File: config.mk
export PLATFORM = sky130hd
export DESIGN_NAME = rational_arithmetic_unit
export DESIGN_NICKNAME = d
export VERILOG_FILES = /design/src/design/rau_pkg.sv /design/src/design/rational_arithmetic_unit.sv
export SDC_FILE = /design/constraint.sdc
export NUM_CORES = 2
export LEC_CHECK = 0
export BUFFER_PORTS_ARGS = -buffer_cell sky130_fd_sc_hd__buf_4
export CORE_UTILIZATION = 59
export CTS_CLUSTER_SIZE = 20
export DETAILED_ROUTE_END_ITERATION = 8
export PLACE_DENSITY_LB_ADDON = 0.08
export SYNTH_ARGS = -nofsm -noshare
export SYNTH_HDL_FRONTEND = slang
export SYNTH_SLANG_ARGS = --single-unit
File: constraint.sdc
create_clock -name clk_i -period 29.3 [get_ports clk_i]
set_input_delay 5.86 -clock clk_i [delete_from_list [all_inputs] [get_ports clk_i]]
set_output_delay 5.86 -clock clk_i [all_outputs]
set_load 0.1 [all_outputs]
File: src/design/rau_pkg.sv
package rau_pkg;

  localparam int unsigned WordBits = 32;
  localparam int unsigned DivCntBits = $clog2(WordBits + 1);
  localparam logic [3:0] MaxExponent = 4'd15;

  typedef enum logic [3:0] {
    KindAdd  = 4'd0,
    KindSub  = 4'd1,
    KindMul  = 4'd2,
    KindDiv  = 4'd3,
    KindRed  = 4'd4,
    KindCmp  = 4'd5,
    KindPow  = 4'd6,
    KindInc  = 4'd7,
    KindDec  = 4'd8
  } kind_e;

  typedef enum logic [1:0] {
    OrdLess    = 2'd0,
    OrdEqual   = 2'd1,
    OrdGreater = 2'd2,
    OrdUnord   = 2'd3
  } order_e;

  typedef enum logic [1:0] {
    ErrOk     = 2'd0,
    ErrOpDen  = 2'd1,
    ErrResDen = 2'd2
  } err_e;

  typedef enum logic [1:0] {
    SignZero = 2'd0,
    SignPos  = 2'd1,
    SignNeg  = 2'd2
  } sign_e;

  typedef enum logic [3:0] {
    StIdle,
    StGcdStart,
    StGcdDiv,
    StRedNum,
    StRedDen,
    StMul0,
    StMul1,
    StMul2,
    StMul3,
    StPow,
    StFinish,
    StOut
  } state_e;

  typedef struct packed {
    logic [3:0]          kind;
    logic signed [31:0]  a_num;
    logic signed [31:0]  a_den;
    logic signed [31:0]  b_num;
    logic signed [31:0]  b_den;
    logic [3:0]          exponent;
  } in_t;

  typedef struct packed {
    logic signed [31:0] res_num;
    logic signed [31:0] res_den;
    logic [1:0]         order;
    logic [1:0]         error_code;
    logic               a_is_zero;
    logic [1:0]         a_sign;
    logic               a_irreducible;
  } out_t;

endpackage

File: src/design/rational_arithmetic_unit.sv
// Rational fraction ALU. One item is taken while in_ready_o is high and its
// single result is held on out_data_o until taken; no new item is accepted
// before that. Every item runs a Euclid gcd on a (needed for the irreducible
// flag) on a restoring divider that retires one quotient bit a cycle, each
// remainder step ending with a test for the end; reduce adds two more
// divisions. Products use one 32x32 multiplier, one product a cycle, and power
// takes up to 15 multiplier passes, each on numerator and denominator. The
// quickest item has a zero denominator of a; the gcd on the divider sets the
// longest.
module rational_arithmetic_unit (
  input  logic           clk_i,
  input  logic           rst_ni,
  input  logic           in_valid_i,
  output logic           in_ready_o,
  input  rau_pkg::in_t   in_data_i,
  output logic           out_valid_o,
  input  logic           out_ready_i,
  output rau_pkg::out_t  out_data_o
);

  rau_pkg::state_e state_q, state_d;
  rau_pkg::in_t    item_q;
  rau_pkg::out_t   res_q, res_d;

  // Euclid operands and the shared serial divider.
  logic [31:0] gx_q, gx_d, gy_q, gy_d;
  logic [31:0] dvd_q, dvd_d;       // dividend magnitude shifting out
  logic [31:0] dvs_q, dvs_d;       // divisor magnitude
  logic [31:0] rem_q, rem_d;       // partial remainder
  logic [31:0] quo_q, quo_d;
  logic [rau_pkg::DivCntBits-1:0] cnt_q, cnt_d;
  logic        nq_q, nq_d, nr_q, nr_d;
  logic [3:0]  pow_q, pow_d;
  logic [31:0] acc0_q, acc0_d, acc1_q, acc1_d;
  logic [63:0] p0_q, p0_d;

  // Shared multiplier.
  logic [31:0] mul_a, mul_b;
  logic [63:0] mul_p;
  assign mul_p = {32'd0, mul_a} * {32'd0, mul_b};

  logic [32:0] trial;
  assign trial = {rem_q, dvd_q[31]} - {1'b0, dvs_q};

  logic [31:0] an, ad, bn, bd;
  assign an = item_q.a_num;
  assign ad = item_q.a_den;
  assign bn = item_q.b_num;
  assign bd = item_q.b_den;

  logic op_err;
  assign op_err = (ad == '0) ||
      ((item_q.kind == rau_pkg::KindAdd || item_q.kind == rau_pkg::KindSub ||
        item_q.kind == rau_pkg::KindMul || item_q.kind == rau_pkg::KindDiv ||
        item_q.kind == rau_pkg::KindCmp) && bd == '0);

  function automatic logic [31:0] mag(input logic [31:0] v);
    mag = v[31] ? (32'd0 - v) : v;
  endfunction

  logic [1:0] sa, sb;  // 0 zero, 1 pos, 2 neg
  assign sa = (an == '0) ? 2'd0 : ((an[31] == ad[31]) ? 2'd1 : 2'd2);
  assign sb = (bn == '0) ? 2'd0 : ((bn[31] == bd[31]) ? 2'd1 : 2'd2);

  assign in_ready_o  = (state_q == rau_pkg::StIdle);
  assign out_valid_o = (state_q == rau_pkg::StOut);
  assign out_data_o  = res_q;

  always_ff @(posedge clk_i or negedge rst_ni) begin
    if (!rst_ni) begin
      state_q <= rau_pkg::StIdle;
    end else begin
      state_q <= state_d;
    end
  end

  always_ff @(posedge clk_i) begin
    gx_q   <= gx_d;
    gy_q   <= gy_d;
    dvd_q  <= dvd_d;
    dvs_q  <= dvs_d;
    rem_q  <= rem_d;
    quo_q  <= quo_d;
    cnt_q  <= cnt_d;
    nq_q   <= nq_d;
    nr_q   <= nr_d;
    pow_q  <= pow_d;
    acc0_q <= acc0_d;
    acc1_q <= acc1_d;
    p0_q   <= p0_d;
    res_q  <= res_d;
    if (in_valid_i && in_ready_o) begin
      item_q <= in_data_i;
    end
  end

  logic [31:0] qs, rs;
  logic [3:0]  e_sat;
  logic signed [2:0] c;

  always_comb begin
    state_d = state_q;
    gx_d = gx_q; gy_d = gy_q; dvd_d = dvd_q; dvs_d = dvs_q; rem_d = rem_q;
    quo_d = quo_q; cnt_d = cnt_q; nq_d = nq_q; nr_d = nr_q; pow_d = pow_q;
    acc0_d = acc0_q; acc1_d = acc1_q; p0_d = p0_q; res_d = res_q;
    mul_a = '0;
    mul_b = '0;
    qs = nq_q ? (32'd0 - quo_q) : quo_q;
    rs = nr_q ? (32'd0 - rem_q) : rem_q;
    e_sat = (item_q.exponent > rau_pkg::MaxExponent) ? rau_pkg::MaxExponent
                                                     : item_q.exponent;
    c = '0;
    case (state_q)
      rau_pkg::StIdle: begin
        if (in_valid_i) begin
          state_d = rau_pkg::StGcdStart;
          gx_d = in_data_i.a_num;
          gy_d = in_data_i.a_den;
        end
      end
      rau_pkg::StGcdStart: begin
        if (gy_q == '0) begin
          // gcd is done and sits in gx_q.
          res_d = '0;
          res_d.a_is_zero = (an == '0);
          res_d.a_sign = (ad == '0) ? rau_pkg::SignZero : sa;
          res_d.a_irreducible = (gx_q == 32'd1);
          if (op_err) begin
            state_d = rau_pkg::StOut;
            res_d.error_code = rau_pkg::ErrOpDen;
            if (item_q.kind == rau_pkg::KindCmp) res_d.order = rau_pkg::OrdUnord;
            if (item_q.kind > rau_pkg::KindDec) begin
              res_d.error_code = rau_pkg::ErrOk;
              res_d.res_num = an;
              res_d.res_den = ad;
            end
          end else if (item_q.kind == rau_pkg::KindRed) begin
            state_d = rau_pkg::StRedNum;
            dvd_d = mag(an); dvs_d = mag(gx_q); rem_d = '0; quo_d = '0;
            cnt_d = '0; nq_d = an[31] ^ gx_q[31]; nr_d = an[31];
          end else if (item_q.kind == rau_pkg::KindPow) begin
            state_d = rau_pkg::StPow;
            acc0_d = 32'd1; acc1_d = 32'd1; pow_d = '0;
          end else begin
            state_d = rau_pkg::StMul0;
          end
        end else begin
          state_d = rau_pkg::StGcdDiv;
          dvd_d = mag(gx_q); dvs_d = mag(gy_q); rem_d = '0; quo_d = '0;
          cnt_d = '0; nq_d = gx_q[31] ^ gy_q[31]; nr_d = gx_q[31];
        end
      end
      rau_pkg::StGcdDiv, rau_pkg::StRedNum, rau_pkg::StRedDen: begin
        if (cnt_q == rau_pkg::DivCntBits'(rau_pkg::WordBits)) begin
          case (state_q)
            rau_pkg::StGcdDiv: begin
              gx_d = gy_q;
              gy_d = rs;
              state_d = rau_pkg::StGcdStart;
            end
            rau_pkg::StRedNum: begin
              res_d.res_num = qs;
              dvd_d = mag(ad); dvs_d = mag(gx_q); rem_d = '0; quo_d = '0;
              cnt_d = '0; nq_d = ad[31] ^ gx_q[31]; nr_d = ad[31];
              state_d = rau_pkg::StRedDen;
            end
            default: begin
              res_d.res_den = qs;
              res_d.error_code = (qs == '0) ? rau_pkg::ErrResDen : rau_pkg::ErrOk;
              state_d = rau_pkg::StOut;
            end
          endcase
        end else begin
          cnt_d = cnt_q + 1'b1;
          dvd_d = {dvd_q[30:0], 1'b0};
          if (!trial[32]) begin
            rem_d = trial[31:0];
            quo_d = {quo_q[30:0], 1'b1};
          end else begin
            rem_d = {rem_q[30:0], dvd_q[31]};
            quo_d = {quo_q[30:0], 1'b0};
          end
        end
      end
      rau_pkg::StMul0: begin
        // Compare uses magnitudes at full width, the rest wraps.
        if (item_q.kind == rau_pkg::KindCmp) begin
          mul_a = mag(an); mul_b = mag(bd);
        end else if (item_q.kind == rau_pkg::KindMul) begin
          mul_a = an; mul_b = bn;
        end else begin
          mul_a = an; mul_b = bd;
        end
        p0_d = mul_p;
        state_d = rau_pkg::StMul1;
      end
      rau_pkg::StMul1: begin
        if (item_q.kind == rau_pkg::KindCmp) begin
          mul_a = mag(bn); mul_b = mag(ad);
        end else if (item_q.kind == rau_pkg::KindDiv) begin
          mul_a = ad; mul_b = bn;
        end else begin
          mul_a = bn; mul_b = ad;
        end
        acc0_d = p0_q[31:0];
        p0_d = mul_p;
        state_d = rau_pkg::StMul2;
      end
      rau_pkg::StMul2: begin
        mul_a = ad; mul_b = bd;
        acc1_d = mul_p[31:0];
        state_d = rau_pkg::StMul3;
        case (item_q.kind)
          rau_pkg::KindAdd: acc0_d = acc0_q + p0_q[31:0];
          rau_pkg::KindSub: acc0_d = acc0_q - p0_q[31:0];
          rau_pkg::KindDiv: acc1_d = p0_q[31:0];
          rau_pkg::KindInc: begin acc0_d = an + ad; acc1_d = ad; end
          rau_pkg::KindDec: begin acc0_d = an - ad; acc1_d = ad; end
          rau_pkg::KindCmp: begin
            // p0_q holds |bn*ad|; rebuild |an*bd| from the multiplier.
            mul_a = mag(an); mul_b = mag(bd);
            if (sa != sb) begin
              res_d.order = (sa == 2'd2 || (sa == 2'd0 && sb == 2'd1))
                  ? rau_pkg::OrdLess : rau_pkg::OrdGreater;
            end else if (sa == 2'd0) begin
              res_d.order = rau_pkg::OrdEqual;
            end else begin
              c = (mul_p < p0_q) ? -3'sd1 : ((mul_p == p0_q) ? 3'sd0 : 3'sd1);
              if (sa == 2'd2) c = -c;
              res_d.order = (c < 0) ? rau_pkg::OrdLess :
                  ((c == 0) ? rau_pkg::OrdEqual : rau_pkg::OrdGreater);
            end
            state_d = rau_pkg::StOut;
          end
          rau_pkg::KindMul: ;
          default: begin acc0_d = an; acc1_d = ad; end
        endcase
      end
      rau_pkg::StMul3: begin
        res_d.res_num = acc0_q;
        res_d.res_den = acc1_q;
        if (item_q.kind <= rau_pkg::KindDec && acc1_q == '0)
          res_d.error_code = rau_pkg::ErrResDen;
        state_d = rau_pkg::StOut;
      end
      rau_pkg::StPow: begin
        // One pass alternates numerator and denominator on the multiplier.
        if (pow_q[3:0] == e_sat && !cnt_q[0]) begin
          acc0_d = acc0_q;
          state_d = rau_pkg::StMul3;
        end else if (!cnt_q[0]) begin
          mul_a = acc0_q; mul_b = an;
          acc0_d = mul_p[31:0];
          cnt_d = {{(rau_pkg::DivCntBits-1){1'b0}}, 1'b1};
        end else begin
          mul_a = acc1_q; mul_b = ad;
          acc1_d = mul_p[31:0];
          cnt_d = '0;
          pow_d = pow_q + 1'b1;
        end
      end
      rau_pkg::StFinish: begin
        state_d = rau_pkg::StOut;
      end
      rau_pkg::StOut: begin
        if (out_ready_i) state_d = rau_pkg::StIdle;
      end
      default: state_d = rau_pkg::StIdle;
    endcase
    if (state_q == rau_pkg::StGcdStart && gy_q == '0 &&
        item_q.kind == rau_pkg::KindPow && !op_err) begin
      cnt_d = '0;
    end
  end

endmodule

==> flow_summary_export.csv <==
group,metric,value,unit
run_status,status,"finished with violations",
run_status,violations,"design-rule violations",
clocking,cts_resized,0,
routing,wirelength,287,mm
routing,vias,64100,
routing,vias_per_cell,6.60,
routing,drtIter0Drc,9624,
timing,max_slew_margin,0.0944,
global_routing,grt_pass1_vias,61900,
place,post-place-ws,15.13,ns
place,port-buffer-count,213,
synth,avgSynthCellArea,8.87,sq um
pwr,leakage,34.8,nW
pwr,powerDensity,22.8,nW/um^2
run,cap_violations,0,
setup_path,end_kind,"register",
setup_path,arrival,15.14,ns
synth,synth_seq_cells,544,
clocking,clk_path_buf_depth,3,
setup_path,worstSetupPathType,"register to register",
setup_path,cp.depth,40,
timing,worstMarginPinSlew,1.35,ns
clocking,cts_tree,"built",
timing,setup_tns,0,ns
timing,layout_min_cycle_time,14.64,ns
setup_path,critPathBufInv,5,
timing,timing.final.ws_setup,14.66,ns
cells_and_area,fin_util,0.643,
cells_and_area,drive_above_1_share,0.0785,
clocking,clk_latency,0.72,ns
clocking,cts-root-buf,"clkbuf_16",
setup_path,cp-start-kind,"register",
synth,syn-num-nets,9547,
place,gp_congestion,1.13,
clocking,cts_sinks,544,
setup_path,worstPathRequired,29.80,ns
floorplan,pin_count,214,
setup_path,r2r_slack,14.66,ns
synth,yosys.cell_types.count,88,
floorplan,die_h,350,um
setup_path,max_stage_delay,1.05,ns
global_routing,grt_max_degree,93,
global_routing,gr-usage-met1,0.606,
routing,routedWlPerCell,29.5,um
worst_hold_path,hold-path-cell-count,2,
timing,rsz0062_at_grt,"no",
clocking,cts_max_level,3,
setup_path,worstRegToRegCells,40,
setup_path,timing.rr.start,"ad[1]",
worst_hold_path,holdCritPathClass,"register to register",
global_routing,grt_pass1_wl,412,mm
global_routing,track_usage,0.466,
synth,seq_area_frac_synth,0.227,
cells_and_area,syn2layout_area_growth,7.95,%
clocking,postCtsSetupRepairBufs,0,
timing,hold_slack,0.576,ns
synth,async_flop_share,0.00735,
synth,syn-instance-count,8072,
routing,firstDrtPassIters,9,
global_routing,met2_usage,0.654,
timing,fin_crit_sh,0.500,
floorplan,die-area,123000,sq um
setup_path,worstPathMaxFanout,23,
setup_path,cpMaxStageDelayCell,"o31ai_1",
global_routing,met3_usage,0.175,
setup_path,cp_common_cell,"fa_1",
floorplan,core_area,120000,sq um
cells_and_area,fin_nets,9511,
clocking,ctsHoldBuffers,0,
synth,synth_edf_count,534,
synth,yosysWarnings,0,
global_routing,grt-ovfl-total,0,
timing,finalHoldViolCount,0,
setup_path,reg2reg_to,"out_data_o[7]",
routing,final_antenna_net_count,0,
synth,syn_area,71600,sq um
cells_and_area,largest_reg_flops,72,
floorplan,rows,127,
timing,finalSetupViolations,0,
timing,fmax,0.0683,GHz
clocking,clk_pin_slew,0.06,ns
timing,final_max_slew_viol_count,0,
global_routing,busiest_layer,"met2",
global_routing,antenna_found_initial,13,
setup_path,crit_family,"compound AO/OA/AOI/OAI gates",
clocking,cts_buffers,68,
place,dp_hpwl,218,mm
timing,worst_clock_skew,0.0717,ns
floorplan,die_w,350,um
worst_hold_path,hold-path-endpoint,"cnt_q[3]",
worst_hold_path,min_from,"cnt_q[3]",
pwr,peakVddDrop,53.4,uV
pwr,report.power.total,1.76,mW
floorplan,floorplan.initialDensity,0.596,
routing,drc_errors,10,
synth,synthFlopType,"edfxtp_1",
cell families (layout without fill, tap and decap cells):
family,after synthesis,count (layout),synth area share
DFF,544,544,0.227
xor gates and xnor gates,396,396,0.0485
other,0,8,0
and+or+nand+nor,2592,2592,0.158
buffers and inverters,1602,1620,0.0846
AOI/OAI and AO/OA,1500,1500,0.140
muxes,103,103,0.0149
adders and majority gates,1335,1335,0.328
where the power goes:
group          switching (mW)  total (mW)  internal, mW
Sequential                  0       0.844         0.844
Combinational          0.0128      0.0249        0.0121
Clock                   0.392       0.892         0.500
worst register-to-register path: cells and delay by family, from the launching register on:
family | cells | cell delay [ns]
AOI/OAI and AO/OA | 15 | 5.50
xor gates and xnor gates | 1 | 0.25
adders and majority gates | 11 | 4.95
buffers and inverters | 5 | 0.35
DFF | 1 | 0.53
and+or+nand+nor | 8 | 2.88
layout by cell type, fill, tap and decap left out, drive strengths merged, types with 82 or more instances in the layout:
| cell | instances |
|---|---|
| a21o | 122 |
| a21oi | 356 |
| a22oi | 82 |
| buf | 367 |
| clkbuf | 83 |
| edfxtp | 534 |
| fa | 899 |
| ha | 436 |
| inv | 1133 |
| nand2 | 1040 |
| nor2 | 930 |
| nor3 | 83 |
| o21ai | 362 |
| xnor2 | 172 |
| xor2 | 224 |
final cells by class:
cell class	instances	area, sq um
sequential	544	16300
inverter	1129	4240
clock buffer	83	1780
multi-input combinational	5926	49600
tap	1612	2020
clock inverter	41	547
fill	10200	42900
timing repair buffer	367	2760
antenna	8	20.0
how the worst max path moves through the flow:
stage,from,end,slack (ns)
6_report,ad[1],out_data_o[7],14.66
5_1_grt,ad[1],out_data_o[7],14.33
4_1_cts,ad[1],out_data_o[7],15.09
3_5_place_dp,ad[0],out_data_o[7],15.13
3_3_place_gp,ad[1],out_data_o[7],15.34
2_1_floorplan,in_valid_i,gx_q[0],16.67
cells in the mapped netlist, drive strengths merged (25+ instances only):
| cell type | instances | area [sq um] |
|---|---|---|
| a211oi | 39 | 293 |
| o221ai | 39 | 342 |
| o41ai | 32 | 280 |
| and2 | 33 | 206 |
| nor4 | 43 | 269 |
| nand3 | 75 | 375 |
| or4 | 51 | 398 |
| nand2b | 44 | 283 |
| nand4 | 45 | 282 |
| xnor2 | 172 | 1510 |
| fa | 899 | 18000 |
| buf | 56 | 250 |
| or2 | 35 | 219 |
| nor2 | 930 | 3490 |
| nor2b | 36 | 225 |
| or3 | 69 | 432 |
| and3 | 62 | 388 |
| a221o | 45 | 450 |
| a31oi | 38 | 238 |
| mux2i | 75 | 751 |
| inv | 1125 | 4220 |
| a22oi | 82 | 616 |
| clkbuf | 417 | 1570 |
| a21oi | 356 | 1780 |
| o21ai | 362 | 1810 |
| o21a | 36 | 270 |
| a221oi | 38 | 358 |
| ha | 436 | 5460 |
| o211ai | 29 | 218 |
| o31ai | 72 | 541 |
| nor3 | 83 | 425 |
| a21o | 122 | 916 |
| edfxtp | 534 | 16000 |
| xor2 | 224 | 1960 |
| nand2 | 1040 | 3900 |
| mux2 | 28 | 315 |
| o22ai | 25 | 156 |
per-stage QoR:
| stage | instances | area, sq um |
|---|---|---|
| 3_3_place_gp | 9578 | 74900 |
| 4_1_cts | 9702 | 77200 |
| 3_5_place_dp | 9578 | 74900 |
| 2_1_floorplan | 8072 | 71600 |
| 6_report | 9710 | 77300 |
| 5_1_grt | 9702 | 77200 |
per-layer routing:
| metal | share of wire | vias to the layer above |
|---|---|---|
| li1 | - | 26900 |
| met2 | 0.41 | 4820 |
| met5 | 0.00054 | - |
| met4 | 0.078 | 10 |
| met3 | 0.15 | 1139 |
| met1 | 0.36 | 31300 |
Note: power is estimated with default switching activity, not from simulation.
